===== src/design/sorted_run_bucket_partitioner_macros.svh =====
// assertion macros shared by the rtl
`ifndef SORTED_RUN_BUCKET_PARTITIONER_MACROS_SVH
`define SORTED_RUN_BUCKET_PARTITIONER_MACROS_SVH

// same-cycle implication, disabled during reset
`define SRBP_ASSERT_NOW(lbl, ante, cons, msg) \
  lbl: assert property (@(posedge clk_i) disable iff (!rst_ni) (ante) |-> (cons)) \
    else $error(msg);

// next-cycle implication, disabled during reset
`define SRBP_ASSERT_NEXT(lbl, ante, cons, msg) \
  lbl: assert property (@(posedge clk_i) disable iff (!rst_ni) (ante) |=> (cons)) \
    else $error(msg);

`endif


===== src/design/srbp_pkg.sv =====
`timescale 1ns / 1ps

package srbp_pkg;

  localparam int MaxItems  = 64;
  localparam int ValueBits = 8;
  localparam int ValueW    = 8;
  localparam int BucketW   = 6;

  typedef struct packed {
    logic signed [ValueW-1:0] value;
    logic                     last;
  } item_t;

  typedef struct packed {
    logic signed [ValueW-1:0] value_res;
    logic [BucketW-1:0]       bucket;
    logic                     bucket_end;
    logic                     last_res;
  } result_t;

  // controller to datapath
  typedef struct packed {
    logic accept;
    logic load_wr;
    logic clear;
    logic scan;
    logic emit_init;
    logic emit;
    logic finish;
  } cmd_t;

  // datapath to controller
  typedef struct packed {
    logic item_last;
    logic sweep_last;
    logic emit_last;
    logic pipe_empty;
  } sts_t;

endpackage


===== src/design/srbp_ctrl.sv =====
`timescale 1ns / 1ps
`include "sorted_run_bucket_partitioner_macros.svh"

module srbp_ctrl (
  input  logic             clk_i,
  input  logic             rst_ni,
  input  logic             start_i,
  input  srbp_pkg::sts_t   sts_i,
  output srbp_pkg::cmd_t   cmd_o,
  output logic             busy_o
);

  typedef enum logic [2:0] {
    StClear,
    StIdle,
    StLoad,
    StScan,
    StScanTail,
    StEmit,
    StDrain
  } state_e;

  state_e state_q, state_d;
  logic   busy_q, busy_d;

  always_comb begin
    cmd_o   = '0;
    state_d = state_q;
    case (state_q)
      StClear: begin
        cmd_o.clear = 1'b1;
        if (sts_i.sweep_last) begin
          state_d = StIdle;
        end
      end
      StIdle: begin
        cmd_o.accept = start_i & ~busy_q;
        if (start_i & ~busy_q) begin
          state_d = StLoad;
        end
      end
      StLoad: begin
        cmd_o.load_wr = 1'b1;
        state_d = sts_i.item_last ? StScan : StIdle;
      end
      StScan: begin
        cmd_o.scan = 1'b1;
        if (sts_i.sweep_last) begin
          state_d = StScanTail;
        end
      end
      StScanTail: begin
        cmd_o.emit_init = 1'b1;
        state_d = StEmit;
      end
      StEmit: begin
        cmd_o.emit = 1'b1;
        if (sts_i.emit_last) begin
          state_d = StDrain;
        end
      end
      StDrain: begin
        if (sts_i.pipe_empty) begin
          cmd_o.finish = 1'b1;
          state_d = StIdle;
        end
      end
      default: begin
        state_d = StIdle;
      end
    endcase
  end

  assign busy_d = (state_d != StIdle);

  always_ff @(posedge clk_i or negedge rst_ni) begin
    if (!rst_ni) begin
      state_q <= StClear;
      busy_q  <= 1'b1;
    end else begin
      state_q <= state_d;
      busy_q  <= busy_d;
    end
  end

  assign busy_o = busy_q;

  `SRBP_ASSERT_NEXT(a_accept_busy, cmd_o.accept, busy_q, "item accepted but not busy next")

endmodule


===== config.mk =====
export PLATFORM = sky130hd
export DESIGN_NAME = srbp_ctrl
export DESIGN_NICKNAME = d
export VERILOG_FILES = /design/src/design/srbp_pkg.sv /design/src/design/srbp_ctrl.sv
export VERILOG_INCLUDE_DIRS = /design/src /design/src/design
export SDC_FILE = /design/constraint.sdc
export NUM_CORES = 1
export LEC_CHECK = 0
export BUFFER_PORTS_ARGS = -buffer_cell sky130_fd_sc_hd__buf_2
export CORE_AREA = 2 2 39 41
export DETAILED_ROUTE_END_ITERATION = 6
export DIE_AREA = 0 0 41 43
export GPL_TIMING_DRIVEN = 0
export PLACE_DENSITY = 0.46
export SYNTH_ARGS = -nofsm -noshare
export SYNTH_HDL_FRONTEND = slang
export SYNTH_SLANG_ARGS = --single-unit
export TNS_END_PERCENT = 30

===== constraint.sdc =====
create_clock -name clk_i -period 2.25 [get_ports clk_i]
set_input_delay 0.45 -clock clk_i [delete_from_list [all_inputs] [get_ports clk_i]]
set_output_delay 0.45 -clock clk_i [all_outputs]
set_load 0.01 [all_outputs]

# --- Word-level counts from Yosys, hierarchy flattened ---
# Index checks and enable logic that the tools add are counted.
word_totals:
  in_bits: 7
  elab_cells: 27
  ff_bits: 4
  latch_bits: 0
  n_memories: 0
  romBits: 0
  ram_bits: 0
  out_inout_bits: 8
classes:
  bitwise: 2
  reduce_logical: 1
  multipliers: 0
  div_mod_pow: 0
  shifts: 0
  mux: 15
  eq_ne: 7
  addsub: 0
  magnitude_cmp: 0
op_table:
  columns: ["operator", "count"]
  rows:
  - ["3-bit case mux with 7 select lines", 1]
  - ["3-bit two-way mux", 5]
  - ["3-bit equality test, second input constant", 3]
  - ["1-bit two-way mux", 8]
  - ["3-bit by 2-bit equality test with 1-bit output, second input constant", 2]
  - ["3-bit by 1-bit equality test with 1-bit output, second input constant", 1]
  - ["3-bit logical NOT", 1]
  - ["3-bit by 1-bit inequality test with 1-bit output, second input constant", 1]
  - ["2-bit two-way mux", 1]
  - ["1-bit bitwise AND", 1]
  - ["1-bit NOT", 1]

# --- Depth between registers and ports, before layout ---
# Gate-level depths: netlist of the first run.
depth:
  ltp_word: 5
  mapped_depth: 5
  depth_no_buf: 4

# --- Least setup slack after synthesis of the first run ---
# Ideal clock, no wire load.
synth_timing:
  path_kind: "flip-flop to output port"
  startpoint: "reg state_q[1]"
  endpoint: "out cmd_o[6] in the netlist's numbering"
  stages_incl_launch_ff: 4
  t_required_ps: 1800
  setup_slack_ps: 817
  n_path_buf: 1
  arrival_time_ps: 983
  cell_sequence: "dfrtp_1 buf_4 nand2b_2 nor3_1"
synth_lines:
  columns: ["element", "line_no", "rtl"]
  rows:
  - ["start: declaration", "srbp_ctrl.sv:23", "state_e state_q, state_d;"]
  - ["start signal: assignment", "srbp_ctrl.sv:78", "state_q <= StClear;"]
  - ["start signal: assignment", "srbp_ctrl.sv:81", "state_q <= state_d;"]
  - ["end: declaration", "srbp_ctrl.sv:9", "output srbp_pkg::cmd_t cmd_o,"]

==> results, run 1 <==
- The post-placement worst setup slack is 760.0 ps.
- The post-synthesis sequential area ratio is 32.40%.
- Buffers inserted to repair hold after CTS numbered 1.
- The first detailed-routing pass ran for 4 iterations.
- The first-iteration detailed-routing DRC count is 6.
- After filler insertion, the fill cell instance count of the layout stands at about 150.
- The min-delay analysis places its worst path in the category input pin to flop.
- The post-synthesis mux area share is 0%.
- The clock sink total is 4.
- The largest net degree at the start of global routing is 11.
- The path type of the worst setup path is flop to output pin.
- The number of global-route vias before repair is between 300 and 400.
- The number of clock buffers inserted by TritonCTS is 3.
- The global-route wire length before repair is about 1300 um.
- The highest ir drop seen on vdd is 0.3510 mV.
- The total power per unit cell area is around 1400 nW/um^2.
- The total routed wirelength is between 700 and 800 um.
- The tree is rooted in a sky130_fd_sc_hd__clkbuf_4.
- No sink is reached through more buffers than the 2 on the longest clock path.
- The final routed wire length divided by cell count is 10.71 um.
- Max-cap violations in this run came to 0.
- The TritonCTS clock tree is built.
- The number of nets in the synthesized netlist is 42.
- The via count of the routed design is 328.
- The clock transition at the register clock pins on the worst setup and hold paths after CTS is approximately 40 ps.
- The region available for standard cell placement spans around 1400 sq um.
- The register bit total from synthesis is 4.
- Once the clock tree was built, the resizer swapped 0 gates to a different size.
- The worst-case headroom to the max-slew limit is 86.52%.
- Of the total synthesized cell area, the portion taken by XOR and XNOR cells is 0%.
- The average vias per placed instance is 4.686.
- The number of setup violations in the final report is 0.
- The run finished with clean final reports.
- The congestion estimate from routability-driven global placement came to about 0.67.
- The y dimension of the die is 43 um.
- The count of buffers added on input and output ports is 14.
- Setup repair after global routing left no endpoint under its margin.
- The starting density of the core is between 20% and 30%.
- At the later pin of the worst-skew pair, clock insertion delay measures 240 ps.
- The maximum level of the CTS H-tree is 1.
- The post-route netlist has 46.30% of its cells at a drive strength greater than 1.
- The aggregate global routing overflow is 0.
- Synthesis handed over a netlist of 35 instances.
- The maximum clock skew at final layout is 8.245 ps.
- The upper clock frequency limit is 578.3 MHz.
- For the worst setup path, the data required time is 1800 ps.
- At the pin with the least slew margin, the transition time is 202.0 ps.
- For this run, design rule violations remaining after detail routing come to 0.
- The post-synthesis cell type with the largest combined area is sky130_fd_sc_hd__dfrtp_1.
- The count of different cell masters after synthesis is 24.
- The data arrival at the endpoint of the critical path is roughly 1300 ps.
- The area share of the largest cell type after synthesis is 24.00%.
- The synthesized-area fraction occupied by and/or/nand/nor cells is 33.20%.
- The HPWL reported at the end of detailed placement is 547.9 um.
- The maximum fanout count along the critical path is 10.
- The shortest clock period the worst path allows after layout is 1729 ps.
- The total track usage is 10.66%.
- By area, the combinational part of the netlist is dominated by simple AND/OR/NAND/NOR gates.
- The post-layout worst setup margin is 520.6 ps.
- On the worst path, the slowest cell contributes a delay of 350 ps.
- By area the synthesized netlist is led by sky130_fd_sc_hd__dfrtp_1 24%, sky130_fd_sc_hd__dfstp_2 8.4%, sky130_fd_sc_hd__nor3_1 4.8%.
- The initialized floorplan defines 14 standard-cell rows.
- The startpoint class of the critical path is a flop.
- The number of antenna diodes in the final layout is 0.
- In the final design database the tool counted 62 nets.
- The synthesized netlist devotes a little under a quarter of its cell area to compound gates.
- The mean cell area of the mapped netlist is 8.937 sq um.
- The post-CTS repair timing setup buffer count is 0.
- In this run the remaining antenna-violating nets after routing total 0.
- The die footprint is between 1500 and 2000 sq um.
- The final count of hold timing violations is 0.
- The number of antenna violations at the first check in global routing was 0.
- Compared with the post-synthesis result, the final layout area differs by 40.40%.
- The arithmetic-cell share of the synthesized area counting full adders, half adders and majority gates is 0%.
- The total of warnings raised by yosys is 0.
- For this design, the slowest cell found on the critical path is sky130_fd_sc_hd__dfrtp_1.
- For this design the top-level I/O count stands at 15.
- The floorplan step set the die width to 41 um.
- Setup total negative slack on the finished layout was measured at 0 ps.
- The final cycle utilization of the critical path is 76.86%.
- Summing every instance area after synthesis gives 312.8 sq um.
- The total count of max-transition violations in the final report is 0.
- The type of destination of the critical path is an output pin.
- The static leakage power is roughly 0.00021 uW.
- Walking the worst path, the cells encountered are buf_4, nand2b_2, nor3_1, buf_2.
-- cells in the mapped netlist --
cell                        count
sky130_fd_sc_hd__dfrtp_1        3
sky130_fd_sc_hd__nand2_1        3
sky130_fd_sc_hd__nor3_1         3
sky130_fd_sc_hd__buf_4          2
sky130_fd_sc_hd__inv_1          2
sky130_fd_sc_hd__nor2_1         2
sky130_fd_sc_hd__o21ai_0        2
sky130_fd_sc_hd__o22ai_1        2
sky130_fd_sc_hd__a211oi_2       1
sky130_fd_sc_hd__a21oi_1        1
sky130_fd_sc_hd__a22o_1         1
sky130_fd_sc_hd__and2_1         1
sky130_fd_sc_hd__and3_4         1
sky130_fd_sc_hd__buf_6          1
sky130_fd_sc_hd__dfstp_2        1
sky130_fd_sc_hd__nand2b_1       1
sky130_fd_sc_hd__nand2b_2       1
sky130_fd_sc_hd__nand3b_1       1
sky130_fd_sc_hd__nor2b_4        1
sky130_fd_sc_hd__nor3b_1        1
sky130_fd_sc_hd__o21a_1         1
sky130_fd_sc_hd__o221ai_1       1
sky130_fd_sc_hd__o2bb2ai_1      1
sky130_fd_sc_hd__or3b_1         1
-- worst paths after layout --
check                                 from  slack (ps)          to  cells after the start
worst min-delay path              sts_i[2]         510  state_q[2]                      2
worst min register to register  state_q[2]         670  state_q[2]                      2
min in group asynchronous           rst_ni         540  state_q[0]                      2
max in group asynchronous           rst_ni        1500      busy_o                      2
worst max register to register  state_q[2]         820      busy_o                      5
worst max-delay path            state_q[1]         520    cmd_o[6]                      4
-- critical path: cells and delay by family, from the launching register on --
family,cells,cell delay [ps]
simple gates,2,390
flops,1,350
buf+inv,2,320
-- layout make-up --
type | instances | area, sq um | area share (%)
Buffer | 3 | 26.28 | 5.983
Timing Repair Buffer | 15 | 80.08 | 18.23
Inverter | 2 | 7.507 | 1.709
Clock buffer | 4 | 26.28 | 5.983
Tap cell | 16 | 20.02 | 4.558
Sequential cell | 4 | 101.3 | 23.08
Multi-Input combinational cell | 26 | 177.7 | 40.46
-- sequential cells by signal (all words and copies together) (netlist names) --
register and count:
busy_o 1, state_q 3
-- kinds of logic after synthesis --
logic type / after synthesis
AO/OA/AOI/OAI: 10
AND/OR/NAND/NOR: 16
buffers and inverters: 5
flip-flops: 4
-- metrics by stage --
stage | cells | power, uW | utilization [%] | cell area [sq um] | hold slack, ps
6_report | 70 | 598.7 | 31.74 | 439.2 | 514.6
3_5_place_dp | 65 | 499.2 | 29.11 | 402.9 | 258.1
5_1_grt | 70 | 649.7 | 31.74 | 439.2 | 534.6
2_1_floorplan | 35 | 402.9 | - | 312.8 | 154.4
4_1_cts | 70 | 603.8 | 31.74 | 439.2 | 508.1
3_3_place_gp | 65 | 502.7 | 29.11 | 402.9 | 258.4
-- power by group --
part	internal [uW]	total, uW	switching [uW]
logic	175	366	191
clock network	66.9	102	34.8
registers	113	131	17.9
total	355	599	244
-- layer usage --
metal	part of all wire [%]	global-route usage (%)
met5	0	0
met4	0	8.000
met3	4.8	1.571
met2	54	15.31
met1	41	13.59
-- cells in the final DEF (no fill, tap or decap), types with 2 or more instances in the layout --
master,n
sky130_fd_sc_hd__clkbuf_4,3
sky130_fd_sc_hd__buf_4,2
sky130_fd_sc_hd__nor2_1,2
sky130_fd_sc_hd__nand2_1,3
sky130_fd_sc_hd__o21ai_0,2
sky130_fd_sc_hd__nor3_1,3
sky130_fd_sc_hd__inv_1,2
sky130_fd_sc_hd__buf_2,14
sky130_fd_sc_hd__dfrtp_1,3
sky130_fd_sc_hd__o22ai_1,2
Note: power is estimated with default switching activity, not from simulation.
==> run 2: changes to the inputs <==
- ABC_AREA: unset -> 1
- PLACE_DENSITY: 0.46 -> 0.54
- clock period: 2.25 -> 1.8 ns (I/O delays scaled with it)
==> results, run 2 <==
- The path type of the worst setup path is flop to output pin.
- The total track usage came to 10.84% (+0.18 points).
- The final routed wire length divided by cell count was 8.956 um (-16%).
- The final instance count without filler cells is 91 (+30%).
- The area share of the largest cell type after synthesis was 18.40% (-5.6 points).
- The dominant synthesized flop cell is sky130_fd_sc_hd__dfrtp_1.
- The startpoint class of the critical path is a flop.
- The synthesized cell area is 407.9 sq um (+30%).
- state_q holds more flip-flops than any other register.
- The sequential cell fraction of total power is 17.6% (-4.3 points).
- The transition time at the pin with the least slew margin is 216.2 ps (+14.20 ps).
- The footprint of the flip-flops and latches came to 101.3 sq um (unchanged).
- The slowest stage of the critical path belongs to the cell sky130_fd_sc_hd__dfrtp_1.
- The layout filler cell count was 163 (+6.5%).
- The antenna diode count is 0 (unchanged).
- The first-iteration detailed-routing DRC count was 7 (+1).
- The count of different cell masters after synthesis was 17 (-29%).
- The signed area change from the synthesized netlist to the final layout is 30.98%.
- The slack of the worst reg-to-reg path is 660 ps (-160 ps).
- The shortest clock period the worst path allows after layout is 1561 ps.
- Setup repair after global routing left no endpoint under its margin.
- The stage delay of the slowest cell on the critical path is 390 ps (+40 ps).
- The path depth of the worst reg2reg path is 7 (+2).
- The y dimension of the die is 43 um (unchanged).
- The data arrival at the endpoint of the critical path is 1200 ps (-80 ps).
- The maximum fanout count along the critical path is 10 (unchanged).
- The total routed wirelength came to 815 um (+8.7%).
- The switching part of the total power is 48.72% (+8.0 points).
- The number of flip-flops in the largest register was 3 (unchanged).
- The fraction of power consumed by combinational cells was 69.7% (+8.6 points).
- The portion of total power attributed to the clock network came to 12.7% (-4.3 points).
- The internal power is 496.0 uW (+40%).
- The register bit total from synthesis is 4 (unchanged).
- The post-cts resize count is 0 (unchanged).
- The HPWL reported at the end of detailed placement is 659.6 um (+20%).
- The average vias per placed instance is 4.264 (-9.0%).
- The total negative setup slack came to 0 ps (unchanged).
- The highest ir drop seen on vdd is 0.5745 mV (+64%).
- The remaining number of nets flagged by the antenna check after routing is 0 (unchanged).
- The number of synthesized flops with an enable pin is 0 (unchanged).
- The worst-case headroom to the max-slew limit came to 85.51% (-1.0 points).
- The number of antenna violations at the first check in global routing is 0 (unchanged).
- The routability congestion estimate from global placement was 0.7627 (+14%).
- The die footprint is 1763 sq um (unchanged).
- The total power per unit cell area is 1810 nW/um^2 (+33%).
- The share of layout cells above drive strength 1 is 49.33% (+3.0 points).
- The total of warnings raised by yosys is 0 (unchanged).
- The static leakage power came to 0.0003429 uW (+65%).
- The mean cell area of the mapped netlist is 7.284 sq um (-19%).
- The number of nets in the layout is 83 (+34%).
- The max-cap check violation count is 0 (unchanged).
- The library cell used as clock root buffer is sky130_fd_sc_hd__clkbuf_4.
- Among all cell types in the netlist, the one instantiated most often is sky130_fd_sc_hd__inv_1.
- The number of setup violations in the final report was 0 (unchanged).
- The maximum level of the CTS H-tree is 1 (unchanged).
- The first-pass detailed-route iteration total was 2 (-2).
- The via count of the routed design was 388 (+18%).
- The post-placement worst setup slack was 491.2 ps (-268.9 ps).
- The worst reg2reg path endpoint is busy_o.
- The TritonCTS clock tree is built.
- The clock sink total is 4 (unchanged).
- The number of design rule violations left after detail routing is 0 (unchanged).
- The global-route wire length before repair is 1338 um (+6.0%).
- The post-synthesis sequential area ratio came to 24.85% (-7.6 points).
- The critical path goes through buf_6, nor2_4, nand4_2, inv_1, buf_2.
- The final count of hold timing violations is 0 (unchanged).
- The number of buffers on the longest clock path is 2 (unchanged).
- The number of top-level pins is 15 (unchanged).
- The cell row count was 14 (unchanged).
- The fraction of registers with async set or reset after synthesis came to 100.0% (unchanged).
- The most common library cell in the layout ignoring fill and taps is sky130_fd_sc_hd__buf_2.
- The clock transition at the register clock pins on the worst setup and hold paths after CTS came to 40 ps (about the same).
- The horizontal extent of the die is 41 um (unchanged).
- The maximum clock skew at final layout is 5.454 ps (-2.791 ps).
- The post-layout worst setup margin is 239.0 ps (-281.6 ps).
- The net count of the mapped netlist came to 63 (+50%).
- The type of destination of the critical path is an output pin.
- The upper clock frequency limit is 640.6 MHz.
- The run finished with clean final reports.
- The starting density of the core is 29.48% (+6.9 points).
- The total count of max-transition violations in the final report was 0 (unchanged).
- The number of global-route vias before repair came to 350 (+14%).
- The post-placement cell count is 86 (+32%).
- The area of the multi-input gates is 214.0 sq um (+20%).
- The number of buffers and inverters on the critical path came to 3 (+1).
- The aggregate global routing overflow came to 0 (unchanged).
- The count of buffers inserted at the top-level ports came to 14 (unchanged).
- The clock latency on the worst-skew pair is 240 ps (about the same).
- The total design power is 967.2 uW (+62%).
- The type of the worst min-delay path is input pin to async pin.
- The final cycle utilization of the critical path is a little under 90%.
- Yosys attributes the largest share of cell area to sky130_fd_sc_hd__dfrtp_1 18%, sky130_fd_sc_hd__inv_1 12%, sky130_fd_sc_hd__buf_6 8.3%.
- The largest net degree at the start of global routing is 11 (unchanged).
- The number of clock buffers inserted by TritonCTS is 3 (unchanged).
- The beginning of the worst register-to-register path is state_q[0].
- Leaving out fill and tap cells, the most frequent cells in the layout are 14 x sky130_fd_sc_hd__buf_2, 13 x sky130_fd_sc_hd__inv_1, 6 x sky130_fd_sc_hd__nand3_1.
- The floorplan core area came to 1384 sq um (unchanged).
- The switching power is 471.2 uW (+93%).
- The required time at the worst-slack endpoint is 1440 ps (-360 ps).
- The commonest cells after synthesis are 13 x sky130_fd_sc_hd__inv_1, 6 x sky130_fd_sc_hd__nand3_1, 5 x sky130_fd_sc_hd__nand2_1.
- The critical path's top delay family is flip-flops.
- The post-synthesis cell type with the largest combined area is sky130_fd_sc_hd__dfrtp_1.
- The cell count after synthesis is 56 (+60%).
## run 2: changes by cell type in the layout (fill, tap and decap cells not counted), sizes merged, moves of 5 or more
cell	before	now
inv	2	15
nand3	0	8
nor2	2	10
nand2	3	9
nand4	0	5
## run 2: timing repair
| action | in CTS | in global routing |
|---|---|---|
| hold buffers | 1 | 0 |
| setup buffers | 0 | 0 |
| endpoints found under the hold margin | 3 | 0 |
## run 2: metal layers
layer	up-vias	global-route usage, %	part of all wire, %
li1	209	-	-
met1	169	14.47	49
met2	10	15.94	47
met3	0	3.141	4.5
met4	0	4.000	0
met5	-	0	0
## run 2: kinds of logic (layout without fill, tap and decap cells)
logic type	Yosys count	in the layout	share of synthesized area [%]
buffers and inverters	18	37	22.70
AND/OR/NAND/NOR	34	34	52.45
flip-flops	4	4	24.85
## run 2: cell type report
type | instances | area share [%]
plain buffers | 3 | 6.323
clock buffers | 4 | 4.918
flip-flops and latches | 4 | 18.97
well taps | 16 | 3.747
inverters | 15 | 11.01
multi-input cells | 34 | 40.05
repair buffers | 15 | 14.99
## run 2: through the flow
stage	utilization [%]	cell area, sq um	hold WS [ps]
2_1_floorplan	-	407.9	64.41
3_3_place_gp	35.99	498.0	166.4
3_5_place_dp	35.99	498.0	168.3
4_1_cts	38.61	534.3	445.6
5_1_grt	38.61	534.3	464.0
6_report	38.61	534.3	468.8
## run 2: worst max-delay path by stage
stage,from,endpoint,slack [ps],cells past startpoint
finish,state_q[1],cmd_o[6],240,5
global route,state_q[1],cmd_o[6],160,5
CTS,state_q[1],cmd_o[6],220,5
global placement,state_q[1],cmd_o[6],490,5
floorplan,state_q[1],cmd_o[1],600,4
detailed placement,state_q[1],cmd_o[6],490,5
## run 2: power by group through the flow
| stage | sequential [uW] | clock (uW) | combinational [uW] |
|---|---|---|---|
| after global placement | 172 | 0 | 680 |
| final | 170 | 123 | 674 |
| after floorplan | 176 | 0 | 534 |
| after global routing | 173 | 133 | 758 |
| after detailed placement | 172 | 0 | 681 |
| after CTS | 170 | 131 | 687 |
==> run 3: changes to the inputs <==
- RECOVER_POWER: unset -> 50
==> results, run 3 (same netlist as run 2, synthesis figures left out) <==
- The maximum clock skew at final layout is 5.206 ps (-0.2480 ps).
- STA classifies the critical path endpoint as an output pin.
- The HPWL reported at the end of detailed placement was 659.6 um (unchanged).
- The post-layout instance area came to 523.0 sq um (-2.1%).
- The cell row count is 14 (unchanged).
- The post-CTS repair timing setup buffer count is 0 (unchanged).
- The maximum level of the CTS H-tree is 1 (unchanged).
- The y dimension of the die came to 43 um (unchanged).
- The starting density of the core came to 29.48% (unchanged).
- The clock latency on the worst-skew pair was 240 ps (about the same).
- The max-cap check violation count was 0 (unchanged).
- The antenna diode count was 0 (unchanged).
- The count of buffers inserted at the top-level ports came to 14 (unchanged).
- The total negative setup slack is 0 ps (unchanged).
- The total routed wirelength came to 816 um (+0.12%).
- The worst-case headroom to the max-slew limit is 76.34% (-9.2 points).
- The number of design rule violations left after detail routing is 0 (unchanged).
- The number of clock buffers inserted by TritonCTS is 3 (unchanged).
- The number of top-level pins is 15 (unchanged).
- The slack of the worst reg-to-reg path is 620 ps (-40 ps).
- The final routed wire length divided by cell count is 8.967 um (+0.12%).
- The highest ir drop seen on vdd was 0.5665 mV (-1.4%).
- The number of setup violations in the final report is 0 (unchanged).
- The via count of the routed design is 396 (+2.1%).
- The worst reg2reg path endpoint is busy_o.
- The share of layout cells above drive strength 1 is 44.00% (-5.3 points).
- The capture point of the worst path is cmd_o[6].
- The post-placement cell count is 86 (unchanged).
- The upper clock frequency limit was 645.3 MHz (+0.73%).
- The post-detailed-placement cell area came to 498.0 sq um (unchanged).
- The flow ran to the end, and the final reports show no timing, DRC or antenna violations.
- The path depth of the worst reg2reg path is 7 (unchanged).
- The final cycle utilization of the critical path is 86.09% (-0.63 points).
- The largest net degree at the start of global routing is 11 (unchanged).
- The static leakage power is 0.0003378 uW (-1.5%).
- The global-route wire length before repair is 1338 um (unchanged).
- The total power per unit cell area is 1811 nW/um^2 (about the same).
- The number of nets in the layout was 83 (unchanged).
- The horizontal extent of the die is 41 um (unchanged).
- The data arrival at the endpoint of the critical path is 1190 ps (about the same).
- The total count of max-transition violations in the final report is 0 (unchanged).
- The final core utilization was 37.79% (-0.81 points).
- The final instance count without filler cells is 91 (unchanged).
- Counting flops per register, the top entry is state_q.
- The shortest clock period the worst path allows after layout was 1550 ps (-11.39 ps).
- The layout filler cell count is 166 (+1.8%).
- The transition time at the pin with the least slew margin is 352.2 ps (+136.0 ps).
- The average vias per placed instance is 4.352 (+2.1%).
- The area of the multi-input gates is 203.9 sq um (-4.7%).
- The required time at the worst-slack endpoint was 1440 ps (about the same).
- The number of antenna violations at the first check in global routing is 0 (unchanged).
- The final count of hold timing violations is 0 (unchanged).
- The number of flip-flops in the largest register is 3 (unchanged).
- The remaining number of nets flagged by the antenna check after routing came to 0 (unchanged).
- The routability congestion estimate from global placement is 0.7627 (unchanged).
- The floorplan core area is 1384 sq um (unchanged).
- The maximum fanout count along the critical path was 10 (unchanged).
- The clock transition at the register clock pins on the worst setup and hold paths after CTS is 40 ps (about the same).
- The footprint of the flip-flops and latches is 101.3 sq um (unchanged).
- The die footprint is 1763 sq um (unchanged).
- TritonCTS built the clock tree.
- The startpoint class of the critical path is a flop.
- The beginning of the worst register-to-register path is state_q[0].
- The library cell used as clock root buffer is sky130_fd_sc_hd__clkbuf_4.
- The first-pass detailed-route iteration total is 4 (+2).
- The clock sink total came to 4 (unchanged).
- The number of global-route vias before repair is 350 (unchanged).
- The number of buffers on the longest clock path is 2 (unchanged).
- In the layout the commonest cells are 13 x sky130_fd_sc_hd__inv_1, 13 x sky130_fd_sc_hd__buf_2, 6 x sky130_fd_sc_hd__nand2_1, 6 x sky130_fd_sc_hd__nand3_1, 5 x sky130_fd_sc_hd__nor2_1.
- In this run the worst hold path is classified as input pin to async pin.
- The signed area change from the synthesized netlist to the final layout is 28.22%.
- Setup repair after global routing left no endpoint under its margin.
- The aggregate global routing overflow is 0 (unchanged).
- The total track usage came to 10.84% (unchanged).
- The first-iteration detailed-routing DRC count came to 6 (-1).
- The critical path in this run is classified as flop to output pin.
- The start point of the critical path is state_q[1].
[run 3: cell types whose count changed in the layout (fill, tap and decap cells not counted)]
cell and delta:
sky130_fd_sc_hd__nor3_1 +1, sky130_fd_sc_hd__nor2_1 +1, sky130_fd_sc_hd__nor3_2 -1, sky130_fd_sc_hd__buf_2 -1, sky130_fd_sc_hd__nand2_1 +1, sky130_fd_sc_hd__nor2_2 -1
sky130_fd_sc_hd__nand2_2 -1, sky130_fd_sc_hd__clkbuf_1 +1
[run 3: cell type report]
| cell class | count | area share, % |
|---|---|---|
| multi-input combinational | 34 | 39.00 |
| sequential | 4 | 19.38 |
| timing repair buffer | 15 | 15.07 |
| inverter | 15 | 11.24 |
| buffer | 3 | 6.459 |
| clock buffer | 4 | 5.024 |
| tap | 16 | 3.828 |
[run 3: routing by layer]
layer | GRT usage (%) | vias to the layer above | wire length (um)
met4 | 4.000 | 0 | 0
met3 | 3.141 | 0 | 36
met5 | 0 | - | 0
met1 | 14.47 | 177 | 397
li1 | - | 209 | -
met2 | 15.94 | 10 | 381
[run 3: critical path, stage by stage, from the launching register on]
cell	delay [ps]
sky130_fd_sc_hd__dfrtp_1	380
sky130_fd_sc_hd__buf_6	150
sky130_fd_sc_hd__nor2_4	140
sky130_fd_sc_hd__nand4_2	100
sky130_fd_sc_hd__inv_1	60
sky130_fd_sc_hd__buf_2	120
[run 3: how the worst min path moves through the flow]
stage,to,slack [ps],cells past startpoint,start
global placement,state_q[2],170,1,rst_ni
global route,state_q[2],500,2,rst_ni
floorplan,state_q[0],60,0,rst_ni
detailed placement,state_q[2],170,1,rst_ni
finish,state_q[2],490,2,rst_ni
CTS,state_q[2],450,2,rst_ni
[run 3: what timing repair did]
| item | 4_1_cts | 5_1_grt |
|---|---|---|
| gates resized for setup | 0 | 0 |
| hold endpoints to repair | 3 | 0 |
| hold buffers | 1 | 0 |
[run 3: where the power goes]
group	leakage, uW	internal [uW]	switching (uW)	total (uW)
combinational	0.000275	255	401	656
clock	0.0000150	83.4	39.6	123
sequential	0.0000483	147	21.1	168
[run 3: stage by stage]
step                power (uW)  hold WS, ps  setup WS, ps
floorplan                710.4        64.41         599.6
CTS                      987.7        445.6         222.3
global placement         852.0        166.4         485.2
global route              1043        504.4         168.3
detailed placement       853.1        168.3         491.2
finish                   947.0        490.4         250.4
